File: config.mk
export PLATFORM = sky130hd
export DESIGN_NAME = vkf_queue
export DESIGN_NICKNAME = d
export VERILOG_FILES = /design/src/sv/vkf_pkg.sv /design/src/sv/vkf_queue.sv
export SDC_FILE = /design/constraint.sdc
export NUM_CORES = 1
export LEC_CHECK = 0
export BUFFER_PORTS_ARGS = -buffer_cell sky130_fd_sc_hd__buf_2
export CAP_MARGIN = 20
export CORE_MARGIN = 3
export CORE_UTILIZATION = 35
export DETAILED_ROUTE_END_ITERATION = 10
export HOLD_SLACK_MARGIN = 0.05
export PLACE_DENSITY = 0.57
export RECOVER_POWER = 100
export SYNTH_ARGS = -nofsm -noshare
export SYNTH_HDL_FRONTEND = slang
export SYNTH_SLANG_ARGS = --single-unit
File: constraint.sdc
create_clock -name i_clk -period 6 [get_ports i_clk]
set_input_delay 0 -clock i_clk [delete_from_list [all_inputs] [get_ports i_clk]]
set_output_delay 0 -clock i_clk [all_outputs]
set_load 0.02 [all_outputs]
File: src/sv/vkf_pkg.sv
`default_nettype none
package vkf_pkg;

    localparam int FRAC_BITS   = 16;
    localparam int QUEUE_DEPTH = 2;
    localparam int DT_W        = 17;
    localparam int VAR_W       = 31;

    localparam logic signed [31:0] COV_ONE = 32'(64'(1) << FRAC_BITS);
    localparam logic signed [31:0] COV_CAP = 32'(64'(15) << FRAC_BITS);
    localparam logic [DT_W-1:0]    DT_RESET = DT_W'(655);
    localparam logic [VAR_W-1:0]   VAR_RESET = VAR_W'(64'(1) << FRAC_BITS);

    typedef enum logic [1:0] {
        REQ_ENC  = 2'd0,
        REQ_GYRO = 2'd1,
        REQ_TICK = 2'd2,
        REQ_NONE = 2'd3
    } t_req;

    typedef enum logic [2:0] {
        CFG_TIME_STEP      = 3'd0,
        CFG_PROC_VEL       = 3'd1,
        CFG_PROC_RATE      = 3'd2,
        CFG_PROC_ACCEL     = 3'd3,
        CFG_PROC_RATE_DOT  = 3'd4,
        CFG_ENC_VEL        = 3'd5,
        CFG_ENC_RATE       = 3'd6,
        CFG_GYRO_RATE      = 3'd7
    } t_cfg_idx;

    typedef struct packed {
        logic [1:0]         req_type;
        logic signed [31:0] meas_vel;
        logic signed [31:0] meas_rate;
    } t_in;

    typedef struct packed {
        logic signed [31:0] est_vel;
        logic signed [31:0] est_rate;
        logic signed [31:0] est_accel;
        logic signed [31:0] est_rate_dot;
        logic               had_measurement;
    } t_out;

    typedef struct packed {
        logic [DT_W-1:0]  time_step;
        logic [VAR_W-1:0] proc_noise_vel;
        logic [VAR_W-1:0] proc_noise_rate;
        logic [VAR_W-1:0] proc_noise_accel;
        logic [VAR_W-1:0] proc_noise_rate_dot;
        logic [VAR_W-1:0] enc_noise_vel;
        logic [VAR_W-1:0] enc_noise_rate;
        logic [VAR_W-1:0] gyro_noise_rate;
    } t_cfg;

    // one queued tick with the samples that were pending when it arrived
    typedef struct packed {
        logic               enc;
        logic               gyro;
        logic signed [31:0] enc_vel;
        logic signed [31:0] enc_rate;
        logic signed [31:0] gyro_rate;
    } t_cmd;

    function automatic logic signed [31:0] sat32(input logic signed [67:0] v);
        logic signed [31:0] res;
        if (v > 68'sd2147483647) begin
            res = 32'sh7FFFFFFF;
        end else if (v < -68'sd2147483648) begin
            res = 32'sh80000000;
        end else begin
            res = v[31:0];
        end
        return res;
    endfunction

    function automatic logic signed [31:0] cap_cov(input logic signed [31:0] v);
        return (v > COV_CAP) ? COV_CAP : v;
    endfunction

endpackage
`default_nettype wire

File: src/sv/vkf_queue.sv
`default_nettype none
module vkf_queue import vkf_pkg::*; (
    input  wire logic i_clk,
    input  wire logic i_rst_n,
    input  wire logic i_push,
    input  wire t_cmd i_cmd,
    input  wire logic i_pop,
    output t_cmd      o_cmd,
    output logic      o_full,
    output logic      o_empty
);

    localparam int PTR_W = (QUEUE_DEPTH > 1) ? $clog2(QUEUE_DEPTH) : 1;
    localparam int CNT_W = $clog2(QUEUE_DEPTH + 1);

    t_cmd             r_mem [QUEUE_DEPTH];
    logic [PTR_W-1:0] r_wp;
    logic [PTR_W-1:0] r_rp;
    logic [CNT_W-1:0] r_cnt;

    assign o_full  = (r_cnt == CNT_W'(QUEUE_DEPTH));
    assign o_empty = (r_cnt == '0);
    assign o_cmd   = r_mem[r_rp];

    function automatic logic [PTR_W-1:0] ptr_inc(input logic [PTR_W-1:0] p);
        return (p == PTR_W'(QUEUE_DEPTH - 1)) ? '0 : p + PTR_W'(1);
    endfunction

    always_ff @(posedge i_clk) begin
        if (i_push) begin
            r_mem[r_wp] <= i_cmd;
        end
    end

    always_ff @(posedge i_clk) begin
        if (!i_rst_n) begin
            r_wp  <= '0;
            r_rp  <= '0;
            r_cnt <= '0;
        end else begin
            if (i_push) begin
                r_wp <= ptr_inc(r_wp);
            end
            if (i_pop) begin
                r_rp <= ptr_inc(r_rp);
            end
            if (i_push && !i_pop) begin
                r_cnt <= r_cnt + CNT_W'(1);
            end else if (i_pop && !i_push) begin
                r_cnt <= r_cnt - CNT_W'(1);
            end
        end
    end

    a_no_overflow: assert property (@(posedge i_clk) disable iff (!i_rst_n)
        i_push |-> !o_full)
        else $error("tick pushed into full queue");

    a_no_underflow: assert property (@(posedge i_clk) disable iff (!i_rst_n)
        i_pop |-> !o_empty)
        else $error("pop from empty queue");

    a_count: assert property (@(posedge i_clk) disable iff (!i_rst_n)
        (i_push && !i_pop) |=> (r_cnt == $past(r_cnt) + CNT_W'(1)))
        else $error("queue count did not advance on push");

endmodule
`default_nettype wire

== After elaboration in Yosys (flattened, before gate mapping) ==
Memory sizes are Yosys's and may differ from the RTL's. A register that Yosys moved wholly into a read port is not among the register bits.
Index checks and enable logic that the tools add are counted.
W data, S select, Z words.

* Memories: 1
* Logic and storage cells: 23
* Memory bits (read-only): 0
* Latch bits: 0
* Output and inout port bits: 100
* Register bits after elaboration: 4
* Input port bits: 102
* Memory bits (writable): 196

{| class="wikitable"
|+ Memory list
! memory !! depth !! bits a word !! read ports !! clocked after memory_dff !! wr ports !! RTL line !! text
|-
| r_mem || 2 || 98 || 1 || 1 || 1 || vkf_queue.sv:16 || <nowiki>t_cmd r_mem [QUEUE_DEPTH];</nowiki>
|}

* Reductions and logical operators: 6
* Mux-type cells: 8
* Bitwise logic cells: 0
* $lt $le $gt $ge: 0
* Shifts and indexed selects: 0
* Divide/modulo/power cells: 0
* Equality and inequality tests: 1
* Add/subtract/negate cells: 4
* $mul: 0

{| class="wikitable"
|+ Operator list
! kind !! number
|-
| $mux W1 || 6
|-
| $mux W2 || 2
|-
| $add A1 B1 Y1 const B || 2
|-
| $add A2 B1 Y2 const B || 1
|-
| $eq A2 B2 Y1 const B || 1
|-
| $logic_and A1 B1 Y1 || 2
|-
| $logic_not A1 Y1 || 2
|-
| $logic_not A2 Y1 || 1
|-
| $reduce_bool A2 Y1 || 1
|-
| $sub A2 B1 Y2 const B || 1
|}

== Depth between registers and ports, before layout ==
* Depth after elaboration: 4
* Mapped depth: 5
* Mapped depth without buffers: 5

== Least setup slack after synthesis ==
OpenSTA, ideal clock, no wires.

* Path type: flip-flop to flip-flop
* Start: register r_wp
* End: memory r_mem[0][0] in the netlist's numbering (enable)
* Arrival: 4657 ps
* Data required time: 5432 ps
* Path buffers: 0
* Setup time: 568 ps
* Clock period less this slack: 5225 ps
* Slack: 775 ps
* Stages on the path, launching flop included: 2
* Cells stage by stage: dfxtp_1 -> nor2b_1

{| class="wikitable"
|+ RTL lines
! what !! RTL line !! text
|-
| from (decl) || vkf_queue.sv:17 || <nowiki>logic [PTR_W-1:0] r_wp;</nowiki>
|-
| from (signal assigned) || vkf_queue.sv:42 || <nowiki>r_wp <= ptr_inc(r_wp);</nowiki>
|-
| to (decl) || vkf_queue.sv:16 ||
|}

No word-level cell before the write port.

==> results_dict.tcl <==
set metrics [dict create \
    gp_congestion 0.7164 \
    die_w_um 151.0 \
    initial_core_util 0.3603 \
    drive_gt1_frac 0.2281 \
    wire_per_inst_um 16.00 \
    vdd_drop_max_mv 0.1871 \
    final_core_util 0.4937 \
    syn_area_um2 7361 \
    dieHeight_um 151.0 \
    finClkSkew_ns 0.009626 \
    crit_arrival_ns 3.65 \
    firstDrtPassIters 4 \
    final.period_utilization 0.6076 \
    yosysSeqAreaShare 0.8132 \
    synth.distinct_cells 17 \
    antenna_cells 0 \
    grt_pass1_vias 4373 \
    core-area_um2 20430 \
    avgSynthCellArea_um2 22.51 \
    fmax_mhz 274.3 \
    fin_setup_tns_ns 0 \
    rsz0062_at_grt "false" \
    power_density_nw_per_um2 327.1 \
    antenna_found_initial 0 \
    violations "capacitance limit, slew limit" \
    wirelength_mm 14.91 \
    synth_warnings 0 \
    postCtsSetupBuffers 0 \
    layout_commonest_cell "edfxtp_1" \
    cts.sinks 201 \
    hp-class "in -> reg" \
    worstSetupStartpointType "register" \
    max_slew.worst_pin.slew_ns 3.044 \
    worstPathMaxFanout 53 \
    r2r_start "r_wp" \
    syn_to_final_growth_pct 37.02 \
    clk_pin_slew_worst_paths_ns 0.06 \
    detail_route.vias_per_cell 4.422 \
    synthCells 327 \
    rows 52 \
    grt-ovfl-total 0 \
    grt_max_degree 76 \
    grt_usage 0.1248 \
    die_area_um2 22810 \
    multi_input_area_um2 1222 \
    cap_viol_max_count 3 \
    slew-limit-headroom -1.030 \
    synth_seq_cells 201 \
    vias 4121 \
    syn_nets 430 \
    hold_viol_final 0 \
    holdCritStartpoint "i_cmd[90]" \
    critPathKind "reg -> out" \
    slew_viol_final 126 \
    clock_latency_ns 0.49 \
    grt_pass1_wl_mm 22.33 \
    clk_path_buf_depth 3 \
    num-nets-final 749 \
    layout_common_cells "196 x edfxtp_1, 165 x clkbuf_1, 102 x dlygate4sd3_1, 74 x mux2_2, 41 x buf_2" \
    setup_violations 0 \
    tritoncts "done" \
    cts_root_buf "clkbuf_16" \
    drc 0 \
    hpwl_mm 8.932 \
    status "finished, violations left" \
    cp-end-kind "primary output" \
    io_pins 202 \
    ant_nets 0 \
    io_buffers 201 \
    fin_crit_ns 3.646 \
    register_area_um2 5986 \
    worst-endpoint-required_ns 6.00 \
    cts-buffers-inserted 22 \
    drt_iter0_drc 140 \
    cellLeakagePower_nw 3.440 \
    cts_htree_levels 1 \
    fill_cells 1815 \
]
layer usage:
layer  GRT usage  wire length (um)
met1      0.1459              5948
met2      0.2302              7729
met3     0.02753               894
met4     0.03490               340
met5           0                 0
cells by family after synthesis:
logic type                 after synthesis  share of synthesized area
buffers and inverters                   12                    0.01139
DFF                                    201                     0.8132
adders and majority gates                1                   0.001700
xor gates and xnor gates                 3                   0.003570
AOI/OAI and AO/OA                        3                   0.002720
and+or+nand+nor                          9                   0.007309
muxes                                   98                     0.1601
power by group:
| group | switching (mW) | internal [mW] | total (mW) |
|---|---|---|---|
| registers | 0.0283 | 1.62 | 1.65 |
| clock network | 0.507 | 0.755 | 1.26 |
| logic | 0.220 | 0.164 | 0.384 |
| total | 0.755 | 2.54 | 3.30 |
worst max-delay path, stage by stage (launching register included):
cell and delay (ns):
dfxtp_1 1.72, buf_4 0.79, mux2_1 0.43, buf_2 0.18
Yosys cell counts:
| cell | count | share of area |
|---|---|---|
| edfxtp_1 | 196 | 0.80 |
| mux2_2 | 78 | 0.12 |
| mux2_4 | 20 | 0.041 |
| buf_2 | 7 | 0.0048 |
| dfxtp_1 | 5 | 0.014 |
| and2_1 | 4 | 0.0034 |
| buf_6 | 4 | 0.0061 |
| nor2b_1 | 3 | 0.0025 |
| xor2_1 | 2 | 0.0024 |
| a21boi_1 | 1 | 0.0010 |
| ha_1 | 1 | 0.0017 |
| inv_1 | 1 | 0.00051 |
| nor2_1 | 1 | 0.00051 |
| o21a_1 | 1 | 0.0010 |
| o21ai_0 | 1 | 0.00068 |
| or3_1 | 1 | 0.00085 |
| xnor2_1 | 1 | 0.0012 |
state kept, by name, indices dropped and copies added, names as in the netlist, named ones only:
| register | cells |
|---|---|
| r_rp | 1 |
| r_mem | 196 |
| r_wp | 1 |
| r_cnt | 2 |
through the flow:
stage	worst slack, ns	cells	hold slack [ns]	instance area, um2	power (mW)
after global placement	3.725	790	0.1882	8661	2.042
after CTS	3.247	932	0.2054	10370	3.381
final	2.354	932	0.2256	10090	3.299
after floorplan	0.7753	327	0.09887	7361	1.919
after global routing	1.977	932	0.2251	10090	3.438
after detailed placement	3.677	790	0.1910	8661	2.052
area by class of cell:
cell class / instances / area share
Clock inverter: 12 / 0.008560
Sequential cell: 201 / 0.5935
Multi-Input combinational cell: 114 / 0.1212
Tap cell: 270 / 0.03349
Clock buffer: 28 / 0.05992
Inverter: 1 / 0.0003722
Timing Repair Buffer: 306 / 0.1830
path summary, 6_finish.rpt:
kind | endpoint | slack, ns | cells after the start
hold reg to reg | r_cnt[1] | 0.56 | 2
setup / recovery | o_cmd[97] | 2.35 | 3
setup reg to reg | r_mem[1][6] | 2.36 | 2
hold / removal | r_mem[0][90] | 0.23 | 2
timing repair:
| item | in CTS | in global routing |
|---|---|---|
| hold endpoints to repair | 201 | 0 |
| hold buffers | 102 | 0 |
| gates resized for setup | 0 | 0 |
Note: power is estimated with default switching activity, not from simulation.
