===== src/sv/vkf_pkg.sv =====
`default_nettype none
package vkf_pkg;

    localparam int FRAC_BITS   = 16;
    localparam int QUEUE_DEPTH = 2;
    localparam int DT_W        = 17;
    localparam int VAR_W       = 31;

    localparam logic signed [31:0] COV_ONE = 32'(64'(1) << FRAC_BITS);
    localparam logic signed [31:0] COV_CAP = 32'(64'(15) << FRAC_BITS);
    localparam logic [DT_W-1:0]    DT_RESET = DT_W'(655);
    localparam logic [VAR_W-1:0]   VAR_RESET = VAR_W'(64'(1) << FRAC_BITS);

    typedef enum logic [1:0] {
        REQ_ENC  = 2'd0,
        REQ_GYRO = 2'd1,
        REQ_TICK = 2'd2,
        REQ_NONE = 2'd3
    } t_req;

    typedef enum logic [2:0] {
        CFG_TIME_STEP      = 3'd0,
        CFG_PROC_VEL       = 3'd1,
        CFG_PROC_RATE      = 3'd2,
        CFG_PROC_ACCEL     = 3'd3,
        CFG_PROC_RATE_DOT  = 3'd4,
        CFG_ENC_VEL        = 3'd5,
        CFG_ENC_RATE       = 3'd6,
        CFG_GYRO_RATE      = 3'd7
    } t_cfg_idx;

    typedef struct packed {
        logic [1:0]         req_type;
        logic signed [31:0] meas_vel;
        logic signed [31:0] meas_rate;
    } t_in;

    typedef struct packed {
        logic signed [31:0] est_vel;
        logic signed [31:0] est_rate;
        logic signed [31:0] est_accel;
        logic signed [31:0] est_rate_dot;
        logic               had_measurement;
    } t_out;

    typedef struct packed {
        logic [DT_W-1:0]  time_step;
        logic [VAR_W-1:0] proc_noise_vel;
        logic [VAR_W-1:0] proc_noise_rate;
        logic [VAR_W-1:0] proc_noise_accel;
        logic [VAR_W-1:0] proc_noise_rate_dot;
        logic [VAR_W-1:0] enc_noise_vel;
        logic [VAR_W-1:0] enc_noise_rate;
        logic [VAR_W-1:0] gyro_noise_rate;
    } t_cfg;

    // one queued tick with the samples that were pending when it arrived
    typedef struct packed {
        logic               enc;
        logic               gyro;
        logic signed [31:0] enc_vel;
        logic signed [31:0] enc_rate;
        logic signed [31:0] gyro_rate;
    } t_cmd;

    function automatic logic signed [31:0] sat32(input logic signed [67:0] v);
        logic signed [31:0] res;
        if (v > 68'sd2147483647) begin
            res = 32'sh7FFFFFFF;
        end else if (v < -68'sd2147483648) begin
            res = 32'sh80000000;
        end else begin
            res = v[31:0];
        end
        return res;
    endfunction

    function automatic logic signed [31:0] cap_cov(input logic signed [31:0] v);
        return (v > COV_CAP) ? COV_CAP : v;
    endfunction

endpackage
`default_nettype wire


===== src/sv/vkf_front.sv =====
`default_nettype none
module vkf_front import vkf_pkg::*; (
    input  wire logic i_clk,
    input  wire logic i_rst_n,
    input  wire logic i_valid,
    output logic      o_ready,
    input  wire t_in  i_data,
    input  wire logic i_q_full,
    output logic      o_push,
    output t_cmd      o_cmd
);

    logic               r_enc;
    logic               r_gyro;
    logic signed [31:0] r_enc_vel;
    logic signed [31:0] r_enc_rate;
    logic signed [31:0] r_gyro_rate;
    logic               w_tick;
    logic               w_acc;

    assign w_tick  = (i_data.req_type == REQ_TICK);
    // samples are always taken, a tick needs a queue slot
    assign o_ready = !(w_tick && i_q_full);
    assign w_acc   = i_valid && o_ready;
    assign o_push  = w_acc && w_tick;
    assign o_cmd   = '{enc: r_enc, gyro: r_gyro, enc_vel: r_enc_vel,
                       enc_rate: r_enc_rate, gyro_rate: r_gyro_rate};

    always_ff @(posedge i_clk) begin
        if (!i_rst_n) begin
            r_enc       <= 1'b0;
            r_gyro      <= 1'b0;
            r_enc_vel   <= '0;
            r_enc_rate  <= '0;
            r_gyro_rate <= '0;
        end else if (w_acc) begin
            case (i_data.req_type)
                REQ_ENC: begin
                    r_enc_vel  <= i_data.meas_vel;
                    r_enc_rate <= i_data.meas_rate;
                    r_enc      <= 1'b1;
                end
                REQ_GYRO: begin
                    r_gyro_rate <= i_data.meas_rate;
                    r_gyro      <= 1'b1;
                end
                REQ_TICK: begin
                    r_enc  <= 1'b0;
                    r_gyro <= 1'b0;
                end
                default: begin
                end
            endcase
        end
    end

endmodule
`default_nettype wire


===== config.mk =====
export PLATFORM = sky130hd
export DESIGN_NAME = vkf_front
export DESIGN_NICKNAME = d
export VERILOG_FILES = /design/src/sv/vkf_pkg.sv /design/src/sv/vkf_front.sv
export SDC_FILE = /design/constraint.sdc
export NUM_CORES = 1
export LEC_CHECK = 0
export BUFFER_PORTS_ARGS = -buffer_cell sky130_fd_sc_hd__buf_2
export CORE_MARGIN = 2
export CORE_UTILIZATION = 40
export CTS_CLUSTER_SIZE = 12
export DETAILED_ROUTE_END_ITERATION = 10
export PLACE_DENSITY = 0.69
export SETUP_SLACK_MARGIN = 0.05
export SYNTH_ARGS = -nofsm -noshare
export SYNTH_HDL_FRONTEND = slang
export SYNTH_SLANG_ARGS = --single-unit

===== constraint.sdc =====
create_clock -name i_clk -period 1.4 [get_ports i_clk]
set_input_delay 0.28 -clock i_clk [delete_from_list [all_inputs] [get_ports i_clk]]
set_output_delay 0.28 -clock i_clk [all_outputs]
set_load 0.03 [all_outputs]

* Word level (Yosys, flattened, before mapping) *
Cells that the tools add are included.

cells by class
  eq/ne operators = 2
  reductions and logical operators = 11
  multiplexer cells = 2

operators with widths
  operator            count
  $reduce_and 2->1    4
  $pmux 1 s2          2
  $reduce_bool 2->1   2
  $logic_and 1x1->1   3
  $eq 2x1->1 const B  1
  $eq 2x2->1 const B  1
  $logic_not 2->1     1
  $logic_not 1->1     1

storage, ports and cells
  logic and storage cells = 20
  input bits = 70
  output and inout bits = 100
  register bits = 98

* Depth between registers and ports, before layout *
  depth after elaboration = 5
  gate-level depth with buffers = 7
  mapped depth without buffers = 5

* Least setup slack after synthesis *
Ideal clock, no wire load.

  kind = input -> register
  start = input port i_data[64] (netlist bit)
  end = register r_enc_rate[0]
  cell stages on the path = 7
  data arrival time = 1292 ps
  setup slack = 36 ps
  required time = 1328 ps
  cells stage by stage = inv_1 > ha_1 > nand2_2 > nand3_2 > buf_6 > buf_6 > mux2i_1

on the way
  word-level cells in the longest chain between the ends = 5

RTL lines
  element                     line             RTL
  start: declaration          vkf_front.sv:7   input wire t_in i_data,
  $eq 2x2->1                  vkf_front.sv:21  assign w_tick = (i_data.req_type == REQ_TICK);
  $logic_and 1x1->1           vkf_front.sv:23  assign o_ready = !(w_tick && i_q_full);
  $logic_not 1->1             vkf_front.sv:23
  net o_ready                 vkf_front.sv:6   output logic o_ready,
  $logic_and 1x1->1           vkf_front.sv:24  assign w_acc = i_valid && o_ready;
  $reduce_and 2->1 (no line)  --
  end signal: assignment      vkf_front.sv:40  r_enc_rate <= i_data.meas_rate;
  end: declaration            vkf_front.sv:16  logic signed [31:0] r_enc_rate;

The timed path passes the listed nets, and every way through them passes these cells.
A chain may end at the register's enable or synchronous reset.

* Worst setup path after layout *
  start = input port i_data[64] (netlist bit)
  end = output port o_push

on the way
  word-level cells in the longest chain between the ends = 5

RTL lines
  element                line             RTL
  $eq 2x2->1 (*)         vkf_front.sv:21
  $logic_and 1x1->1      vkf_front.sv:23
  $logic_not 1->1        vkf_front.sv:23
  $logic_and 1x1->1      vkf_front.sv:24
  $logic_and 1x1->1 (*)  vkf_front.sv:25  assign o_push = w_acc && w_tick;
  end: declaration       vkf_front.sv:9   output logic o_push,

Mark *: on every way between the ends. The rest lies on a longest branch, timed or not.

==> results.py <==
metrics = {
    "critical_path": {
        "maximum_fanout_count_along_the_critical_path": 3,
        "worst_reg2reg_setup_slack_ps": 720,
        "critical_path_buf_inv_count": 3,
        "biggest_cell_delay_along_the_critical_path_ps": 170,
        "timing.critical_path.depth": 6,
        "path_delay_family": "buffers and inverters",
        "rr_worst_depth": 2,
        "timing.critical_path.slowest_stage_cell": "sky130_fd_sc_hd__buf_4",
        "worst_setup_ep_type": "output pin",
        "cp-start-kind": "input port",
        "path_cells": "buf_2 > inv_2 > ha_4 > nand2_2 > nor2_1 > buf_4",
        "rr_startpoint": "r_gyro$_SDFFE_PN0P_",
        "critPathRequiredTime_ps": 1120,
        "setup.worst_path.class": "input port to output pin",
        "cp_data_arrival_time_ps": 950,
        "regToRegEndpoint": "r_gyro$_SDFFE_PN0P_",
    },
    "min_path": {
        "worstHoldStart": "i_data[61]",
        "min-delay-path-class": "input port to register",
        "worstHoldEndpoint": "r_enc_vel[29]$_SDFFE_PN0P_",
        "hold-path-cell-count": 3,
    },
    "pwr": {
        "max-vdd-ir-drop_v": 0.000529,
        "power.static_leakage_nw": 2.95,
        "finalPower_mw": 5.61,
        "power-per-cell-area_nw_per_um2": 1110,
    },
    "yosys": {
        "synth_ff_type": "sky130_fd_sc_hd__dfxtp_1",
        "synth.net_count": 474,
        "yosysMostFrequentCell": "sky130_fd_sc_hd__nand2_1",
        "avgSynthCellArea_sq_um": 9.56,
        "number_of_enable_flip_flop_cells_after_synthesis": 0,
        "synth_top_family_by_area": "multiplexers",
        "synth_top_area_share": 0.512,
        "async_flop_share": 0,
        "synth.distinct_cells": 15,
        "synthTopCellsByArea": "sky130_fd_sc_hd__dfxtp_1 51%, sky130_fd_sc_hd__mux2i_1 25%, sky130_fd_sc_hd__nand2_1 16%, sky130_fd_sc_hd__buf_6 2.1%, sky130_fd_sc_hd__buf_4 1.4%",
        "post_synth_mux_area_share": 0.251,
        "synth-seq-area-share": 0.512,
        "synth_fa_ha_area_frac": 0.00979,
        "syn-instance-count": 401,
        "synth_area_sq_um": 3830,
        "synth.top_cells.by_count": "162 x sky130_fd_sc_hd__nand2_1, 98 x sky130_fd_sc_hd__dfxtp_1, 96 x sky130_fd_sc_hd__mux2i_1, 12 x sky130_fd_sc_hd__clkbuf_1",
        "synth_xor_xnor_area_share": 0,
        "post_synth_and_or_nand_nor_area_fraction": 0.167,
        "synth_compound_area_frac": 0.00653,
        "yosysWarnings": 0,
        "synth-seq-cells": 98,
        "post-synth-top-area-cell": "sky130_fd_sc_hd__dfxtp_1",
    },
    "global_routing": {
        "track_usage": 0.169,
        "vias_in_the_first_global_route": 3209,
        "first_pass_grt_wire_length_um": 14100,
        "initial_antenna_violation_count": 0,
        "overflow": 0,
        "grt_max_degree": 51,
    },
    "timing": {
        "timing_max_transition_violations_final": 0,
        "setup_violating_endpoint_count_in_the_final_report": 0,
        "finClkSkew_ps": 0,
        "final_critical_path_setup_slack_ps": 168,
        "rsz_0062_raised_after_global_routing": "no",
        "period_minus_slack_ps": 1230,
        "final-hold-violation-count": 0,
        "slew-limit-headroom": 0.827,
        "clock.fmax_ghz": 0.812,
        "slew_worst_pin_ps": 260,
        "period_share": 0.880,
    },
    "routing": {
        "routedWlPerCell_um": 12.8,
        "routed_wire_length_um": 8880,
        "detail-route-antenna-nets": 0,
        "drt_iter0_markers": 58,
        "route.detailed.vias_per_inst": 4.58,
        "dr_total_vias": 3189,
        "drc_viols": 0,
        "drtPass1Iterations": 4,
    },
    "placed_design": {
        "post-dp-hpwl_um": 6670,
        "place_congestion": 0.773,
        "dp_slack_ps": -73.5,
        "port_buffers": 169,
        "dp_cells": 681,
    },
    "status": {
        "run_status": "finished clean",
    },
    "cells_and_area": {
        "num-nets-final": 636,
        "n_antenna_cell": 0,
        "fin_util": 0.547,
        "finalNonFillerCells": 696,
        "area_growth_syn_to_layout_pct": 32.4,
        "post_route_cells_drive_above_1_share": 0.354,
        "n_fill_cell": 880,
    },
    "cts": {
        "clock_sink_count": 98,
        "clock_tree.buffer_depth": 2,
        "tritoncts.num_buffers": 9,
        "post_cts_hold_buffer_count": 0,
        "path_clk_slew_ps": 90,
        "htree_num_levels": 3,
        "cts-root-buf": "sky130_fd_sc_hd__clkbuf_8",
        "worst_skew_pair.late_latency_ps": 340,
        "cts_tree": "done",
    },
    "floorplan": {
        "pin_count": 170,
        "initial_core_utilization": 0.413,
        "die_height_um": 102,
        "fp.dieArea_sq_um": 10400,
        "floorplan.rows": 35,
        "core_region_area_sq_um": 9280,
        "dieWidth_um": 102,
    },
    "run": {
        "maxCapViolations": 0,
    },
}
-- report_power, final --
group          total [mW]  switching, mW  internal (mW)  leakage (nW)
clock network        1.92          0.926          0.995        0.0984
registers            2.93         0.0461           2.88         0.796
logic               0.765          0.475          0.289          2.06
-- metal layers --
metal / track usage / wire length (um)
met1: 0.195 / 3850
met2: 0.299 / 4190
met3: 0.0520 / 732
met4: 0.0554 / 102
met5: 0 / 0
-- metrics by stage --
step / instance area (sq um) / hold slack [ps] / TNS (ps)
global route: 5080 / 150 / 0
finish: 5080 / 164 / 0
global placement: 4850 / 430 / -20.4
floorplan: 3840 / 419 / 0
CTS: 5070 / 143 / 0
detailed placement: 4850 / 444 / -2080
-- worst max-delay path by stage --
stage	from	endpoint	slack, ps
6_report	i_data[64]	o_push	170
5_1_grt	i_data[64]	o_push	120
4_1_cts	i_data[64]	o_push	50
3_5_place_dp	i_data[64]	r_enc_vel[12]$_SDFFE_PN0P_	-70
3_3_place_gp	i_data[64]	o_push	-20
2_1_floorplan	i_data[64]	r_enc_rate[0]$_SDFFE_PN0P_	70
-- layout by cell type (no fill, tap or decap) --
cell type,n
sky130_fd_sc_hd__clkinvlp_4,2
sky130_fd_sc_hd__nand2_1,161
sky130_fd_sc_hd__nand2_4,1
sky130_fd_sc_hd__nand3_2,1
sky130_fd_sc_hd__nand3_4,1
sky130_fd_sc_hd__o21a_1,2
sky130_fd_sc_hd__inv_2,1
sky130_fd_sc_hd__inv_1,2
sky130_fd_sc_hd__mux2i_1,96
sky130_fd_sc_hd__ha_4,1
sky130_fd_sc_hd__buf_4,6
sky130_fd_sc_hd__dfxtp_1,98
sky130_fd_sc_hd__ha_1,2
sky130_fd_sc_hd__clkbuf_8,9
sky130_fd_sc_hd__o21ai_0,1
sky130_fd_sc_hd__a21oi_1,1
sky130_fd_sc_hd__nand2_2,1
sky130_fd_sc_hd__clkinv_2,1
sky130_fd_sc_hd__bufinv_16,2
sky130_fd_sc_hd__buf_12,8
sky130_fd_sc_hd__clkbuf_1,1
sky130_fd_sc_hd__buf_2,167
sky130_fd_sc_hd__nor2_1,2
-- registers in the layout, summed over array words and instances (netlist names) --
register	flops
r_enc_rate	32
r_enc_vel	32
r_enc	1
r_gyro_rate	32
r_gyro	1
-- final cells by class --
type | instances | area (sq um) | area share
Timing Repair Buffer | 181 | 1040 | 0.205
Tap cell | 129 | 161 | 0.0318
Inverter | 3 | 11.3 | 0.00222
Clock inverter | 5 | 80.1 | 0.0158
Sequential cell | 98 | 1960 | 0.386
Clock buffer | 10 | 128 | 0.0251
Multi-Input combinational cell | 270 | 1690 | 0.333
-- cells by family (layout without fill, tap and decap cells) --
kind of cell    count (synthesis)  in the layout
simple gates                  167            167
flops                          98             98
mux                            96             96
buf+inv                        33            199
compound gates                  4              4
fa+ha+maj                       3              3
-- worst min-delay path: cells and delay by family --
kind / cells / cell delay (ps)
and+or+nand+nor: 1 / 40
muxes: 1 / 50
buffers and inverters: 1 / 100
-- repair_timing --
item	4_1_cts	5_1_grt
pin swaps	1	2
setup buffers	0	1
setup endpoints to repair	1	1
cloned	0	0
gates resized for setup	3	2
(Power assumes the default switching activity.)
